<file path="src/rtl/midpc_pkg.sv">
// shared types and constants for the masked id packet classifier
// no dependencies
`default_nettype none
package midpc_pkg;
    localparam int NUM_CLASSES = 64;
    localparam int ALIGN_BYTES = 8;
    localparam int CW          = $clog2(NUM_CLASSES);
    localparam int SZW         = 18;
    localparam logic [31:0] SPARE_BYTES = 32'd3000;
    localparam logic [15:0] LEN_BIAS    = 16'd8;
    localparam int IN_W  = 168;
    localparam int OUT_W = 184;

    localparam logic [1:0] ACT_CLASSIFY = 2'd0;
    localparam logic [1:0] ACT_WRITE    = 2'd1;
    localparam logic [1:0] ACT_BEGIN    = 2'd2;
    localparam logic [1:0] ACT_NONE     = 2'd3;

    localparam logic CFG_MEM_SIZE = 1'b0;
    localparam logic CFG_OVERHEAD = 1'b1;

    typedef enum logic [2:0] {
        ST_IDLE, ST_DECODE, ST_RD, ST_CMP, ST_CNT_RD, ST_CNT_WR, ST_EXEC, ST_FIN
    } t_state;

    typedef struct packed {
        logic load_in;
        logic rd;
        logic cmp;
        logic cnt_rd;
        logic cnt_wr;
        logic exec;
        logic out_load;
    } t_cmd;

    typedef struct packed {
        logic [1:0] action;
        logic       hit;
        logic       scan_last;
        logic       out_free;
    } t_status;
endpackage
`default_nettype wire

</file>
<file path="src/rtl/midpc_ctrl.sv">
// sequencer for the classifier: scan, counter update, other actions and result hand-off
// depends on midpc_pkg
`default_nettype none
module midpc_ctrl import midpc_pkg::*; (
    input  wire logic    i_clk,
    input  wire logic    i_rst_n,
    input  wire logic    i_in_valid,
    output logic         o_in_ready,
    input  wire t_status i_status,
    output t_cmd         o_cmd
);
    t_state r_state, n_state;

    always_ff @(posedge i_clk) begin
        if (!i_rst_n) begin
            r_state <= ST_IDLE;
        end else begin
            r_state <= n_state;
        end
    end

    always_comb begin
        n_state    = r_state;
        o_cmd      = '0;
        o_in_ready = 1'b0;
        unique case (r_state)
            ST_IDLE: begin
                o_in_ready = 1'b1;
                if (i_in_valid) begin
                    o_cmd.load_in = 1'b1;
                    n_state = ST_DECODE;
                end
            end
            ST_DECODE: begin
                if (i_status.action == ACT_CLASSIFY) begin
                    n_state = ST_RD;
                end else begin
                    n_state = ST_EXEC;
                end
            end
            ST_RD: begin
                o_cmd.rd = 1'b1;
                n_state  = ST_CMP;
            end
            ST_CMP: begin
                o_cmd.cmp = 1'b1;
                if (i_status.hit || i_status.scan_last) begin
                    n_state = ST_CNT_RD;
                end else begin
                    n_state = ST_RD;
                end
            end
            ST_CNT_RD: begin
                o_cmd.cnt_rd = 1'b1;
                n_state = ST_CNT_WR;
            end
            ST_CNT_WR: begin
                o_cmd.cnt_wr = 1'b1;
                n_state = ST_FIN;
            end
            ST_EXEC: begin
                o_cmd.exec = 1'b1;
                n_state = ST_FIN;
            end
            ST_FIN: begin
                if (i_status.out_free) begin
                    o_cmd.out_load = 1'b1;
                    n_state = ST_IDLE;
                end
            end
            default: n_state = ST_IDLE;
        endcase
    end
endmodule
`default_nettype wire

</file>
<file path="config.mk">
export PLATFORM = sky130hd
export DESIGN_NAME = midpc_ctrl
export DESIGN_NICKNAME = d
export VERILOG_FILES = /design/src/rtl/midpc_pkg.sv /design/src/rtl/midpc_ctrl.sv
export SDC_FILE = /design/constraint.sdc
export NUM_CORES = 1
export LEC_CHECK = 0
export BUFFER_PORTS_ARGS = -buffer_cell sky130_fd_sc_hd__buf_2
export CORE_AREA = 2 2 39 41
export DETAILED_ROUTE_END_ITERATION = 10
export DIE_AREA = 0 0 41 43
export GPL_TIMING_DRIVEN = 0
export HOLD_SLACK_MARGIN = 0.06
export PLACE_DENSITY = 0.47
export SYNTH_ARGS = -nofsm -noshare
export SYNTH_HDL_FRONTEND = slang
export SYNTH_SLANG_ARGS = --single-unit
</file>
<file path="constraint.sdc">
create_clock -name i_clk -period 1.12 [get_ports i_clk]
set_input_delay 0.168 -clock i_clk [delete_from_list [all_inputs] [get_ports i_clk]]
set_output_delay 0.168 -clock i_clk [all_outputs]
set_load 0.05 [all_outputs]
</file>
==> results_dict.tcl, run 1 <==
set metrics [dict create \
    violations "setup timing" \
    rr_worst_depth 3 \
    timing.rr.start "r_state[1]" \
    clk_path_buf_depth 2 \
    reg2reg_to "r_state[2]" \
    grt_usage_pct 8.92 \
    worstSkewPairLatency_ps 240 \
    cellLeakagePower_nw 0.260 \
    max-cap-violations 0 \
    antenna-diode-count 0 \
    cts_hold_buffers 0 \
    critPathRequiredTime_ps 950 \
    area_used_by_multi_input_combinational_logic_sq_um 184 \
    clk_pin_slew_worst_paths_ps 40 \
    drc_errors 0 \
    worst_slew_pin_slew_ps 161 \
    grt_pass1_wl_um 966 \
    gr-total-overflow 0 \
    switching_share_pct 38.4 \
    mostFrequentLayoutCells "sky130_fd_sc_hd__buf_4 (8), sky130_fd_sc_hd__buf_6 (7), sky130_fd_sc_hd__buf_2 (7)" \
    p_seq_share_pct 18.1 \
    hold_class "primary input to flip-flop" \
    outcome "finished with violations" \
    clk_root_buffer_cell "sky130_fd_sc_hd__clkbuf_4" \
    share_clk_of_total_power_pct 26.9 \
    gr_met3_demand_resource_pct 7.85 \
    worst_setup_path_end_kind "output pin" \
    synth_top_cell_area_share_pct 28.6 \
    mostFrequentLayoutCell "sky130_fd_sc_hd__buf_4" \
    worst_case_setup_margin_in_the_final_layout_ps -206 \
    fin_nets 66 \
    worst_setup_path_endpoint "o_cmd[6]" \
    netlist.top_cell.by_area "sky130_fd_sc_hd__dfxtp_1" \
    gp_congestion 0.740 \
    grt_setup_unrepaired "yes" \
    met2_track_usage_gr_pct 11.6 \
    ios 16 \
    final-hold-violation-count 0 \
    gr-usage-met1_pct 9.90 \
    period_minus_slack_ps 1330 \
    grt_peak_use_layer "met2" \
    floorplan.rows 14 \
    final_wl_um 732 \
    yosys.cell_types.count 16 \
    fin_skew_ps 3.23 \
    initial_antenna_violation_count 0 \
    max_slew_margin_pct 89.2 \
    synth.cell_area_sq_um 210 \
    drt_pass1_iterations 4 \
    cts_tree "built" \
    route.antenna.remaining_nets 0 \
    initialDrtViolationCount 4 \
    die_footprint_sq_um 1760 \
    synth_seq_cells 3 \
    switching_power_mw 0.281 \
    post_route_fraction_of_the_period_consumed_by_the_critical_path_pct 118 \
    setup_violation_total_in_the_final_timing_report 8 \
    finalHoldWorstSlack_ps 185 \
    die_w_um 41 \
    chipHeight_um 43 \
    drive_above_1_share_pct 77.2 \
    grt_start_max_net_pins 10 \
    maxClockFrequency_mhz 754 \
    ys.warnings.count 0 \
    comb_power_share_pct 55.0 \
    sequential_cell_area_sq_um 63.8 \
    ys_seq_area_share_pct 28.6 \
    reg.largest.list "r_state (3)" \
    power.density_cell_area_nw_per_um2 1350 \
    setup_slack_of_the_worst_register_to_register_path_ps 120 \
    starting_utilization_of_the_core_area_pct 15.2 \
    area_growth_pct 158 \
    p_int_mw 0.450 \
    startpoint_type "flip-flop" \
    number_of_buffers_created_by_cts 3 \
    worstSetupStartpoint "r_state[0]" \
    placeableCoreArea_sq_um 1380 \
    routedWlPerCell_um 10.0 \
    ir_worst_vdd_uv 779 \
    ys_top_cells_by_area "sky130_fd_sc_hd__dfxtp_1 (29%), sky130_fd_sc_hd__nor2_1 (11%), sky130_fd_sc_hd__o21ai_0 (7.1%)" \
    worst-path-max-fanout 7 \
    first_global_vias 242 \
    maxSlewViolCount 0 \
    synth_edf_count 0 \
    syn_nets 37 \
    reg_with_most_ffs "r_state" \
    vias 302 \
    timing_worst_setup_path_type "flip-flop to output pin" \
    ys_async_sr_fraction_pct 0 \
    via_per_inst 4.14 \
    largest_register_ffs 3 \
    post_syn_area_per_cell_sq_um 7.25 \
    setup_total_negative_slack_ps -1050 \
    critPathArrivalTime_ps 1160 \
    synthesis.instances 29 \
    dominantRegCellSynth "sky130_fd_sc_hd__dfxtp_1" \
    port-buffer-count 15 \
    htree_levels 1 \
    fill_cells 147 \
    cts_sinks 3 \
]
-- worst min path at each step --
stage	start	end	slack (ps)	cells after the start
4_1_cts	i_rst_n	r_state[0]	180	2
5_1_grt	i_rst_n	r_state[0]	190	2
3_5_place_dp	i_rst_n	r_state[0]	430	2
6_report	i_rst_n	r_state[0]	190	2
3_3_place_gp	i_rst_n	r_state[0]	430	2
2_1_floorplan	i_rst_n	r_state[0]	300	1
-- repair_timing --
action,in CTS,in global routing
endpoints found under the setup margin,8,8
buffers inserted,5,3
gates cloned,0,1
pin swaps,1,3
gates resized for setup,23,11
-- synth_stat cells (2+ instances only) --
| cell | number |
|---|---|
| sky130_fd_sc_hd__dfxtp_1 | 3 |
| sky130_fd_sc_hd__buf_2 | 2 |
| sky130_fd_sc_hd__nor2_1 | 6 |
| sky130_fd_sc_hd__nor3b_1 | 2 |
| sky130_fd_sc_hd__nand2_1 | 3 |
| sky130_fd_sc_hd__o21ai_0 | 3 |
-- cell families (layout without fill, tap and decap cells) --
family,Yosys count,in the layout,synth area share [%]
flip-flops,3,3,28.6
AND/OR/NAND/NOR,16,16,40.5
AO/OA/AOI/OAI,7,7,20.8
buffers and inverters,3,31,10.1
-- power by group through the flow --
stage,clock [mW],sequential [mW],combinational (mW)
after floorplan,0,0.128,0.212
after detailed placement,0,0.129,0.261
after CTS,0.205,0.130,0.339
final,0.197,0.132,0.402
after global routing,0.214,0.134,0.423
after global placement,0,0.128,0.260
-- metal layers --
| metal | share of wire [%] | up-vias |
|---|---|---|
| met1 | 44 | 135 |
| met4 | 0 | 0 |
| met5 | 0 | - |
| met3 | 6.4 | 0 |
| met2 | 50 | 9 |
| li1 | - | 158 |
-- worst max-delay path: stages, from the launching register on --
cell                      delay [ps]
sky130_fd_sc_hd__dfxtp_2         320
sky130_fd_sc_hd__buf_6           130
sky130_fd_sc_hd__nor3_4          180
sky130_fd_sc_hd__and2_4          160
sky130_fd_sc_hd__buf_8           130
-- per-stage QoR --
| stage | setup slack, ps | total power, mW | instance area (sq um) | util, % | instances |
|---|---|---|---|---|---|
| after global routing | -242 | 0.771 | 543 | 39.2 | 73 |
| after floorplan | -302 | 0.339 | 254 | - | 29 |
| after CTS | -204 | 0.674 | 484 | 35.0 | 69 |
| final | -206 | 0.731 | 543 | 39.2 | 73 |
| after global placement | -44.0 | 0.388 | 349 | 25.2 | 60 |
| after detailed placement | -47.6 | 0.390 | 349 | 25.2 | 60 |
-- final cells by class --
type | instances | share of cell area [%]
plain buffers | 3 | 6.22
multi-input cells | 23 | 33.9
flip-flops and latches | 3 | 11.8
clock buffers | 4 | 4.84
repair buffers | 24 | 39.6
well taps | 16 | 3.69
Power figures use the tool's default switching activity.
==> run 2: changes to the inputs <==
CELL_PAD_IN_SITES_DETAIL_PLACEMENT = 1   (was unset)
CELL_PAD_IN_SITES_GLOBAL_PLACEMENT = 2   (was unset)
CTS_CLUSTER_SIZE = 12   (was unset)
PLACE_DENSITY = 0.76   (was 0.47)
clock period = 1.65 ns   (was 1.12 ns; I/O delays follow)
==> results_dict.tcl, run 2 (same netlist as run 1, synthesis figures left out) <==
set metrics [dict create \
    maxSlewViolCount 0 \
    route.antenna.remaining_nets 0 \
    fill_cells 175 \
    grt_pass1_wl_um 924 \
    final_wl_um 609 \
    drt_pass1_iterations 3 \
    cellLeakagePower_nw 0.184 \
    period_minus_slack_ps 1510 \
    hold_class "primary input to flip-flop" \
    postCtsSetupRepairBufs 0 \
    top_signal_layer_used "met4" \
    power.density_cell_area_nw_per_um2 1100 \
    postPlaceCellArea_sq_um 322 \
    reg.largest.list "r_state (3)" \
    largest_register_ffs 3 \
    fin_skew_ps 3.63 \
    floorplan.rows 14 \
    grt_setup_unrepaired "no" \
    max-cap-violations 0 \
    mostFrequentLayoutCell "sky130_fd_sc_hd__buf_2" \
    post_route_fraction_of_the_period_consumed_by_the_critical_path_pct 91.7 \
    category_of_cells_accounting_for_the_largest_share_of_critical_path_delay "buffers and inverters" \
    critPathArrivalTime_ps 1270 \
    timing.critical_path.buf_inv 2 \
    timing_worst_setup_path_type "flip-flop to output pin" \
    met2WireLength_um 301 \
    ios 16 \
    htree_levels 1 \
    via_per_inst 4.27 \
    clk_root_buffer_cell "sky130_fd_sc_hd__clkbuf_4" \
    first_global_vias 222 \
    ir_worst_vdd_uv 206 \
    cts_hold_buffers 0 \
    mostFrequentLayoutCells "sky130_fd_sc_hd__buf_2 (17), sky130_fd_sc_hd__nor2_1 (6)" \
    max_slew_margin_pct 83.0 \
    fin_area_sq_um 348 \
    chipHeight_um 43 \
    worst_setup_path_end_kind "output pin" \
    drive_above_1_share_pct 50.0 \
    vias 273 \
    grt_start_max_net_pins 11 \
    die_w_um 41 \
    grt_usage_pct 8.22 \
    routed_length_on_met3_um 43 \
    placeableCoreArea_sq_um 1380 \
    port-buffer-count 15 \
    clk_pin_slew_worst_paths_ps 40 \
    power.total_mw 0.383 \
    initialDrtViolationCount 2 \
    maxClockFrequency_mhz 661 \
    reg_with_most_ffs "r_state" \
    path_cells "buf_2 > nor3_4 > and2_1 > buf_2" \
    clk_path_buf_depth 2 \
    startpoint_type "flip-flop" \
    final-hold-violation-count 0 \
    outcome "completed" \
    worstSkewPairLatency_ps 240 \
    area_growth_pct 65.5 \
    worst-path-max-fanout 10 \
    initial_antenna_violation_count 0 \
    starting_utilization_of_the_core_area_pct 15.2 \
    worst_slew_pin_slew_ps 257 \
    critical_path.max_stage_delay_ps 280 \
    setup_violation_total_in_the_final_timing_report 0 \
    area_used_by_multi_input_combinational_logic_sq_um 145 \
    cts_tree "built" \
    gp_congestion 0.677 \
    antenna-diode-count 0 \
    sequential_cell_area_sq_um 60.1 \
    critical_path.slowest_cell "sky130_fd_sc_hd__dfxtp_1" \
    cpMostUsedCell "sky130_fd_sc_hd__buf_2" \
    die_footprint_sq_um 1760 \
    number_of_buffers_created_by_cts 3 \
    routedWlPerCell_um 9.52 \
    critPathRequiredTime_ps 1400 \
    cts_sinks 3 \
    met1_routed_wirelength_after_detailed_routing_um 250 \
    cts_repair_resize_count 0 \
    gr-total-overflow 0 \
    drc_errors 0 \
    fin_nets 57 \
]
## run 2: cell types whose count changed in the layout (fill, tap and decap cells not counted), moves of 2 or more
cell,delta
sky130_fd_sc_hd__nand2_2,-2
sky130_fd_sc_hd__buf_6,-6
sky130_fd_sc_hd__buf_8,-5
sky130_fd_sc_hd__nor2_4,-3
sky130_fd_sc_hd__nand2_1,+3
sky130_fd_sc_hd__buf_2,+10
sky130_fd_sc_hd__nor2_1,+3
sky130_fd_sc_hd__buf_4,-8
sky130_fd_sc_hd__dfxtp_1,+3
sky130_fd_sc_hd__dfxtp_2,-3
## run 2: final timing paths
| path | from | endpoint | slack [ps] | depth (start not counted) |
|---|---|---|---|---|
| setup / recovery | r_state[2] | o_cmd[6] | 140 | 4 |
| hold / removal | i_rst_n | r_state[0] | 270 | 2 |
| setup reg to reg | r_state[1] | r_state[2] | 640 | 3 |
| hold reg to reg | r_state[1] | r_state[1] | 600 | 2 |
## run 2: area by class of cell
type                            count  area share [%]
Buffer                              3            6.12
Clock buffer                        4            7.55
Multi-Input combinational cell     23            41.7
Sequential cell                     3            17.3
Tap cell                           16            5.76
Timing Repair Buffer               15            21.6
## run 2: metal layers
metal,vias up,track usage [%]
met1,124,9.27
met5,-,0
met4,0,6.00
met3,2,4.71
li1,139,-
met2,8,10.9
## run 2: worst register-to-register path, delay by kind of cell, from the launching register on
kind	cells	cell delay (ps)
AND/OR/NAND/NOR	1	360
flip-flops	1	310
AO/OA/AOI/OAI	2	210
## run 2: report_power, final
part	internal [mW]	leakage (nW)	total [mW]	switching (mW)
sequential	0.0820	0.0249	0.0854	0.00344
combinational	0.0508	0.144	0.165	0.114
clock	0.0909	0.0150	0.133	0.0419
## run 2: through the flow
stage / setup slack, ps / util, % / TNS, ps / std cells / hold slack [ps]
floorplan: -24.7 / - / -24.7 / 29 / 381
global placement: 399 / 23.2 / 0 / 60 / 511
detailed placement: 380 / 23.2 / 0 / 60 / 512
CTS: 121 / 25.1 / 0 / 64 / 264
global route: 51.1 / 25.1 / 0 / 64 / 284
finish: 137 / 25.1 / 0 / 64 / 266
==> run 3: changes to the inputs <==
CORE_AREA = 5 5 42 44   (was 2 2 39 41)
DIE_AREA = 0 0 47 49   (was 0 0 41 43)
==> results_dict.tcl, run 3 (same netlist as run 1, synthesis figures left out) <==
set metrics [dict create \
    mostFrequentLayoutCell "sky130_fd_sc_hd__buf_2" \
    drc_errors 0 \
    antenna-diode-count 0 \
    detailed_place_hpwl_um 507 \
    clk_pin_slew_worst_paths_ps 40 \
    port-buffer-count 15 \
    routedWlPerCell_um 10.4 \
    vias 258 \
    maxClockFrequency_mhz 660 \
    timing.rr.start "r_state[1]" \
    mostFrequentLayoutCells "sky130_fd_sc_hd__buf_2 (17), sky130_fd_sc_hd__nor2_1 (6)" \
    cts_tree "built" \
    setup_total_negative_slack_ps 0 \
    period_minus_slack_ps 1520 \
    largest_register_ffs 3 \
    htree_levels 1 \
    fin_area_sq_um 348 \
    clk_path_buf_depth 2 \
    first_global_vias 263 \
    maxSlewViolCount 0 \
    die_footprint_sq_um 2300 \
    grt_setup_unrepaired "no" \
    initial_antenna_violation_count 0 \
    reg_with_most_ffs "r_state" \
    fin_skew_ps 1.37 \
    grt_start_max_net_pins 11 \
    critPathArrivalTime_ps 1270 \
    worst_hold_path.num_cells 2 \
    reg.largest.list "r_state (3)" \
    starting_utilization_of_the_core_area_pct 15.0 \
    cts_repair_resize_count 0 \
    grt_usage_pct 6.41 \
    final-hold-violation-count 0 \
    final_wl_um 667 \
    number_of_buffers_created_by_cts 3 \
    postCtsSetupRepairBufs 0 \
    worst_setup_path_end_kind "output pin" \
    reg2reg_to "r_state[2]" \
    rr_worst_depth 3 \
    cts_sinks 3 \
    fin_nets 57 \
    post_route_fraction_of_the_period_consumed_by_the_critical_path_pct 91.9 \
    critPathRequiredTime_ps 1400 \
    ir_worst_vdd_uv 262 \
    power.density_cell_area_nw_per_um2 1100 \
    worst-path-max-fanout 10 \
    drt_pass1_iterations 2 \
    route.antenna.remaining_nets 0 \
    timing_worst_setup_path_type "flip-flop to output pin" \
    max-cap-violations 0 \
    via_per_inst 4.03 \
    die_w_um 47 \
    startpoint_type "flip-flop" \
    worst_slew_pin_slew_ps 251 \
    min_to "r_state[0]" \
    grt_pass1_wl_um 1040 \
    worstSkewPairLatency_ps 230 \
    cts_hold_buffers 0 \
    ios 16 \
    gr-total-overflow 0 \
    chipHeight_um 49 \
    setup_slack_of_the_worst_register_to_register_path_ps 640 \
    floorplan.rows 14 \
    outcome "completed" \
    gp_congestion 0.595 \
    cellLeakagePower_nw 0.184 \
    fill_cells 187 \
    drive_above_1_share_pct 50.0 \
    postPlaceCellArea_sq_um 322 \
    initialDrtViolationCount 3 \
    timing.hold.worst.start "i_rst_n" \
    max_slew_margin_pct 83.4 \
    setup_violation_total_in_the_final_timing_report 0 \
    clk_root_buffer_cell "sky130_fd_sc_hd__clkbuf_4" \
    placeableCoreArea_sq_um 1400 \
    area_growth_pct 65.5 \
    hold_class "primary input to flip-flop" \
]
[run 3: cell counts in the layout (fill, tap and decap cells not counted)]
No cell type changed its count.
[run 3: how the worst max path moves through the flow]
| stage | from | end | slack (ps) | depth (start not counted) |
|---|---|---|---|---|
| 2_1_floorplan | r_state[2] | o_cmd[6] | -20 | 3 |
| 3_3_place_gp | r_state[2] | o_cmd[6] | 400 | 4 |
| 3_5_place_dp | r_state[2] | o_cmd[6] | 380 | 4 |
| 4_1_cts | r_state[2] | o_cmd[6] | 110 | 4 |
| 5_1_grt | r_state[2] | o_cmd[6] | 70 | 4 |
| 6_report | r_state[2] | o_cmd[6] | 130 | 4 |
[run 3: worst max-delay path, stage by stage (launching register included)]
cell and delay, ps:
sky130_fd_sc_hd__dfxtp_1 290, sky130_fd_sc_hd__buf_2 180, sky130_fd_sc_hd__nor3_4 170, sky130_fd_sc_hd__and2_1 140, sky130_fd_sc_hd__buf_2 250
[run 3: power by group]
part,internal [mW],switching (mW),total (mW)
registers,0.0820,0.00394,0.0860
logic,0.0508,0.115,0.165
clock network,0.0908,0.0412,0.132
total,0.224,0.160,0.383
[run 3: layout make-up]
| type | instances | area [sq um] | area share [%] |
|---|---|---|---|
| tap | 16 | 20.0 | 5.76 |
| buffer | 3 | 21.3 | 6.12 |
| clock buffer | 4 | 26.3 | 7.55 |
| sequential | 3 | 60.1 | 17.3 |
| timing repair buffer | 15 | 75.1 | 21.6 |
| multi-input combinational | 23 | 145 | 41.7 |
[run 3: metrics by stage]
step	setup WS, ps	hold WS, ps	total power, mW	instances	utilization, %
final	134	274	0.383	64	24.8
after global routing	67.3	270	0.415	64	24.8
after CTS	115	269	0.393	64	24.8
after detailed placement	378	518	0.254	60	22.9
after global placement	399	510	0.251	60	22.9
after floorplan	-24.7	381	0.217	29	-
[run 3: per-layer routing]
layer / vias to the layer above / track usage (%) / wire [um]
li1: 137 / - / -
met1: 113 / 6.59 / 277
met2: 8 / 9.05 / 338
met3: 0 / 3.32 / 51
met4: 0 / 5.53 / 0
met5: - / 0 / 0
